<file path="src/sv/nljp_pkg.sv">
// Shared types and constants for the nested-loop join probe core.
package nljp_pkg;

   localparam int TABLE_DEPTH_DEF = 1024;
   localparam int FIELD_BITS_DEF  = 32;
   localparam int IO_BITS         = 32;
   localparam int QUEUE_DEPTH     = 2;

   typedef enum logic [0:0] {
      OP_LOAD  = 1'b0,
      OP_PROBE = 1'b1
   } op_type;

   typedef struct packed {
      logic               operation;
      logic               chunk_start;
      logic [IO_BITS-1:0] tuple_key;
      logic [IO_BITS-1:0] tuple_value;
   } req_type;

   typedef struct packed {
      logic [IO_BITS-1:0] result_key;
      logic [IO_BITS-1:0] result_payload;
      logic               matched;
      logic               table_overflow;
   } rsp_type;

   // Decoded command handed from the front end to the back end.
   typedef struct packed {
      op_type             op;
      logic               chunk_start;
      logic [IO_BITS-1:0] key;
      logic [IO_BITS-1:0] value;
   } cmd_type;

endpackage

</file>
<file path="src/sv/nljp_front.sv">
// Front end: accepts request beats, decodes them and queues commands.
module nljp_front (
   input  logic              clock,
   input  logic              reset,
   input  logic              req_valid,
   output logic              req_ready,
   input  nljp_pkg::req_type req_data,
   output logic              cmd_valid,
   input  logic              cmd_ready,
   output nljp_pkg::cmd_type cmd_data
);

   localparam int PTR_W = (nljp_pkg::QUEUE_DEPTH > 1) ? $clog2(nljp_pkg::QUEUE_DEPTH) : 1;
   localparam int CNT_W = $clog2(nljp_pkg::QUEUE_DEPTH + 1);

   nljp_pkg::cmd_type q_ff [nljp_pkg::QUEUE_DEPTH];
   logic [PTR_W-1:0]  wr_ptr_ff, wr_ptr_in;
   logic [PTR_W-1:0]  rd_ptr_ff, rd_ptr_in;
   logic [CNT_W-1:0]  fill_ff, fill_in;
   nljp_pkg::cmd_type dec_cmd;
   logic              push;
   logic              pop;

   always_comb begin
      dec_cmd.op          = nljp_pkg::op_type'(req_data.operation);
      dec_cmd.chunk_start = req_data.chunk_start;
      dec_cmd.key         = req_data.tuple_key;
      dec_cmd.value       = req_data.tuple_value;
   end

   assign req_ready = (fill_ff != CNT_W'(nljp_pkg::QUEUE_DEPTH));
   assign cmd_valid = (fill_ff != '0);
   assign cmd_data  = q_ff[rd_ptr_ff];
   assign push      = req_valid && req_ready;
   assign pop       = cmd_valid && cmd_ready;

   always_comb begin
      wr_ptr_in = wr_ptr_ff;
      rd_ptr_in = rd_ptr_ff;
      fill_in   = fill_ff;
      if (push) begin
         wr_ptr_in = (wr_ptr_ff == PTR_W'(nljp_pkg::QUEUE_DEPTH - 1)) ? '0 : wr_ptr_ff + 1'b1;
      end
      if (pop) begin
         rd_ptr_in = (rd_ptr_ff == PTR_W'(nljp_pkg::QUEUE_DEPTH - 1)) ? '0 : rd_ptr_ff + 1'b1;
      end
      if (push && !pop) begin
         fill_in = fill_ff + 1'b1;
      end else if (pop && !push) begin
         fill_in = fill_ff - 1'b1;
      end
   end

   always_ff @(posedge clock) begin
      if (reset) begin
         wr_ptr_ff <= '0;
         rd_ptr_ff <= '0;
         fill_ff   <= '0;
      end else begin
         wr_ptr_ff <= wr_ptr_in;
         rd_ptr_ff <= rd_ptr_in;
         fill_ff   <= fill_in;
      end
   end

   always_ff @(posedge clock) begin
      if (push) begin
         q_ff[wr_ptr_ff] <= dec_cmd;
      end
   end

`ifndef SYNTHESIS
   a_fill_bound: assert property (@(posedge clock) disable iff (reset)
      fill_ff <= CNT_W'(nljp_pkg::QUEUE_DEPTH))
      else $error("queue fill above depth");
   a_ptr_gap: assert property (@(posedge clock) disable iff (reset)
      (fill_ff == '0) |-> (wr_ptr_ff == rd_ptr_ff))
      else $error("empty queue with pointers apart");
   a_fill_track: assert property (@(posedge clock) disable iff (reset)
      (push && !pop) |=> (fill_ff == $past(fill_ff) + 1'b1))
      else $error("queue fill missed a push");
`endif

endmodule

</file>
<file path="config.mk">
export PLATFORM = sky130hd
export DESIGN_NAME = nljp_front
export DESIGN_NICKNAME = d
export VERILOG_FILES = /design/src/sv/nljp_pkg.sv /design/src/sv/nljp_front.sv
export SDC_FILE = /design/constraint.sdc
export NUM_CORES = 1
export LEC_CHECK = 0
export BUFFER_PORTS_ARGS = -buffer_cell sky130_fd_sc_hd__buf_2
export CAP_MARGIN = 25
export CORE_AREA = 2 2 99 101
export DETAILED_ROUTE_END_ITERATION = 10
export DIE_AREA = 0 0 101 103
export PLACE_DENSITY = 0.87
export SYNTH_ARGS = -nofsm -noshare
export SYNTH_HDL_FRONTEND = slang
export SYNTH_SLANG_ARGS = --single-unit
</file>
<file path="constraint.sdc">
create_clock -name clock -period 6.65 [get_ports clock]
set_clock_uncertainty 0.15 [all_clocks]
set_input_delay 0.3325 -clock clock [delete_from_list [all_inputs] [get_ports clock]]
set_output_delay 0.3325 -clock clock [all_outputs]
set_load 0.01 [all_outputs]
</file>
# --- Word-level counts from Yosys, hierarchy flattened ---
# Memories as Yosys holds them, arrays and structs flattened. A register that Yosys moved wholly into a read port is not among the register bits.
# Index checks and enable logic that the tools add are counted.
# Widths: inputs -> output; s select.
totals:
  register_bits: 4
  ram_bits: 132
  inputBits: 70
  out_inout_bits: 68
  word_cells: 25
  memories: 1
classes:
  n_addsub: 4
  n_eq_ne: 1
  n_mux: 8
  reduce_logical: 8
mem_list:
  columns: ["name", "words", "word_bits", "read_ports", "rd_clocked_by_memory_dff", "wr", "line_no", "text"]
  rows:
  - ["q_ff", 2, 66, 1, 1, 1, "nljp_front.sv:16", "nljp_pkg::cmd_type q_ff [nljp_pkg::QUEUE_DEPTH];"]
op_table:
  columns: ["op", "n"]
  rows:
  - ["$mux 1", 6]
  - ["$logic_and 1x1->1", 4]
  - ["$mux 2", 2]
  - ["$reduce_bool 2->1", 2]
  - ["$add 1x1->1 const B", 2]
  - ["$add 2x1->2 const B", 1]
  - ["$logic_not 1->1", 2]
  - ["$ne 2x2->1 const B", 1]
  - ["$sub 2x1->2 const B", 1]

# --- Logic depth before layout (Yosys ltp) ---
logic_depth:
  ltp_word: 6
  ltp_mapped: 6
  mapped_depth_nobuf: 6

# --- Least setup slack after synthesis ---
# No wires, ideal clock.
synth_timing:
  kind: "register to register"
  from: "register fill_ff[0]"
  to: "memory q_ff[1][0] (netlist bit) (enable)"
  setup_ps: 431
  arrival_time_ps: 2238
  t_required_ps: 6069
  path_slack_ps: 3830
  stages_incl_launch_ff: 3
  path_buffers: 0
  synth_period_minus_slack_ps: 2820
  cell_sequence: "dfxtp_1 -> nand2b_1 -> and3_1"
synth_between:
  elab_chain_cells: 4
synth_lines:
  columns: ["item", "line_no", "text"]
  rows:
  - ["start, declared", "nljp_front.sv:19", "logic [CNT_W-1:0] fill_ff, fill_in;"]
  - ["start signal, assigned", "nljp_front.sv:62", "fill_ff <= fill_in;"]
  - ["$ne 2x2->1", "nljp_front.sv:31", "assign req_ready = (fill_ff != CNT_W'(nljp_pkg::QUEUE_DEPTH));"]
  - ["via req_ready", "nljp_front.sv:6", "output logic req_ready,"]
  - ["$logic_and 1x1->1", "nljp_front.sv:34", "assign push = req_valid && req_ready;"]
  - ["$mux 1", "nljp_front.sv:67", "if (push) begin"]
  - ["$mux 1 (implied by the code)", "nljp_front.sv:68", "q_ff[wr_ptr_ff] <= dec_cmd;"]
  - ["end, declared", "nljp_front.sv:16", null]
# The timed path passes the listed nets, and every way through them passes these cells.

==> summary.txt <==
Outcome
  – Status: finished clean

Power and ir drop
  – Pint: about 0.0018 W
  – Logic pwr share: 22.5%
  – Clock share of power: 32.3%
  – Peak VDD IR: 326 uV
  – Psw: 0.000690 W
  – Leak pwr: 2.65 nW
  – Sequential Power Share: 45.2%
  – Switching Fraction: 27.4%
  – Power per Cell Area: 360 nW/um^2

Yosys
  – Syn_area_per_cell: around 22 sq um
  – Largest family of logic cells by synthesized area: multiplexers
  – Post-synthesis xor/xnor area fraction: 0.526%
  – Count of state elements after synthesis: 137
  – Synth Area in Simple Gates: 1.00%
  – Cell taking the most area after synthesis: edfxtp_1
  – Synth warn: 0
  – Compound-Gate Fraction of Synth Area: 0.602%
  – Mux contribution to synthesized area: 14.9%
  – Synth area leaders: edfxtp_1 (79%), mux2_2 (15%), dfxtp_1 (2.0%), buf_6 (0.90%), xor2_1 (0.53%)
  – Post-synth cell types: 19
  – Seq/Total Area, Yosys: 81.4%
  – Net Count, Synth: 300
  – Synth top area share: 79.4%
  – Post-Synth Adder-Cell Area: 0.251%
  – Syn Inst Count: 229
  – Mapped Area: 4990 sq um

Critical path
  – Cell family with most CP delay: flip-flops
  – Crit start category: register
  – Flop2flop setup slack: 4480 ps
  – Crit-path max FO: 35
  – Buf+Inv Stages, Crit Path: 2
  – Critical path data arrival time: 2420 ps
  – CP cell instances: buf_4 > mux2_2 > buf_2
  – CP Capture Type: primary output
  – Crit path required time: 6170 ps
  – Max incr delay on CP: 810 ps
  – Crit path kind: register to primary output
  – Slowest CP cell: dfxtp_2

Final layout
  – Commonest non-fill, non-tap cell in the layout: buf_2
  – Area taken by multi-input logic gates: 863 sq um
  – Layout fillers: 591
  – Area growth syn-to-layout: 39.9%
  – Fin nets: 520
  – Commonest cells after routing, fill and taps aside: buf_2 (137), edfxtp_1 (132), dlygate4sd3_1 (68)
  – Fraction of layout instances using a drive strength above 1: between 50% and 60%
  – FF/Latch Area: 4070 sq um
  – # diodes: 0

CTS
  – CTS Sinks: 137
  – TritonCTS Buffers: 17
  – CTS max path bufs: 2
  – H-tree levels: 4
  – Clock root buffer: clkbuf_8
  – Resized Gates After CTS: 0
  – Clk slew on worst S/H paths: about 60 ps
  – CTS tree: built
  – Clock latency on the worst-skew pair: 510 ps

Hold path
  – Worst min path class: primary input to register

STA
  – Final setup fails: 0
  – Worst-Margin Slew: 892 ps
  – Final WS setup: 3740 ps
  – Fmax: 0.344 GHz
  – Hold Vio Cnt, Final: 0
  – Slew HR: 40.5%
  – Setup tns final: 0 ps
  – RSZ-0062 raised after global routing: false
  – Tcrit/Tclk final: 43.7%
  – Final Critical Period: 2910 ps
  – Max Slew Vio Count: 0
  – Hold Slack: 168 ps

Drt
  – Drt pass-1 iters: 4
  – Avg Vias per Cell: 5.04
  – Drt wl/cell: 17.7 um
  – Initial drt markers: 92
  – Routed WL: roughly 10 mm
  – Final ANT Viol Nets: 0
  – Via count: 2903
  – DRC errors left: 0

Die
  – Row Count: 36
  – Total die area: 10400 sq um
  – Die width: roughly 100 um
  – Core Box Area: between 9000 and 10000 sq um
  – Io pins: 138
  – Starting Density: 52.8%
  – Die extent in y: 103 um

GRT
  – Largest net degree at the start of global routing: 67
  – GRT Total Usage: 19.6%
  – GR Overflow Total: 0
  – First-pass GRT wire length: ~15 mm
  – Initial antenna violation count: 0
  – Vias in the first global route: 3085

Placement
  – DP Worst Slack: 4250 ps
  – RePlAce Congestion: 0.719
  – Detail Placement HPWL: 5.47 mm
  – PortBufs: 137

Job
  – Max_cap viols: 0
==> cells by family (layout without fill, tap and decap cells) <==
kind of cell               Yosys count  count (layout)
DFF                                137             137
muxes                               66              66
and+or+nand+nor                      9               9
buffers and inverters                8             241
AOI/OAI and AO/OA                    5               5
xor gates and xnor gates             3               3
adders and majority gates            1               1
==> synth_stat cells <==
| library cell | instances |
|---|---|
| nand3b_1 | 1 |
| nor2_1 | 3 |
| nand2b_1 | 1 |
| dfxtp_1 | 5 |
| inv_1 | 1 |
| a21oi_1 | 2 |
| edfxtp_1 | 132 |
| or2_2 | 1 |
| xor2_1 | 3 |
| buf_2 | 2 |
| and2_1 | 1 |
| and3_1 | 1 |
| buf_4 | 1 |
| ha_1 | 1 |
| mux2_2 | 66 |
| or3_1 | 1 |
| buf_6 | 4 |
| o21ai_0 | 2 |
| a21bo_2 | 1 |
==> worst paths after layout <==
| kind | startpoint | to | depth (start not counted) |
|---|---|---|---|
| max | register | cmd_data[51] | 3 |
| min | cmd_ready | rd_ptr_ff | 4 |
| max reg2reg | fill_ff[0] | q_ff[0][46] | 4 |
| min reg2reg | rd_ptr_ff | rd_ptr_ff | 2 |
==> worst reg2reg max path: stages, from the launching register on <==
cell      delay [ps]
dfxtp_1          420
nand2b_1         240
nand3b_1         170
inv_2             90
buf_4            670
==> metrics by stage <==
stage | power, W | util [%] | cell area (sq um) | instances
2_1_floorplan | 0.00149 | - | 4990 | 229
3_3_place_gp | 0.00167 | 61.1 | 5780 | 476
3_5_place_dp | 0.00168 | 61.1 | 5780 | 476
4_1_cts | 0.00253 | 73.8 | 6980 | 576
5_1_grt | 0.00263 | 73.8 | 6980 | 576
6_report | 0.00252 | 73.8 | 6980 | 576
==> registers in the layout (all words and copies together) (netlist names), named ones only <==
name and cells:
wr_ptr_ff 1, q_ff 132, rd_ptr_ff 1, fill_ff 2
==> per-layer routing <==
layer	track usage [%]	share of wire, %
met1	20.5	37
met2	36.2	55
met3	7.12	5.9
met4	7.59	1.4
met5	0	0
==> power by group through the flow <==
stage                     Sequential (W)  Combinational, W  Clock, W
after floorplan                  0.00112          0.000371         0
after global placement           0.00115          0.000520         0
after detailed placement         0.00116          0.000528         0
after CTS                        0.00114          0.000564  0.000823
after global routing             0.00115          0.000614  0.000864
final                            0.00114          0.000566  0.000812
==> final cells by class <==
type	instances	area share [%]
multi-input combinational	84	12.4
sequential	137	58.2
inverter	1	0.0538
clock buffer	20	6.09
clock inverter	12	1.34
tap	114	2.04
timing repair buffer	208	19.9
==> repair_timing <==
item | in CTS | in global routing
buffers inserted | 0 | 0
endpoints found under the hold margin | 137 | 0
hold buffers | 68 | 0
(Power assumes the default switching activity.)
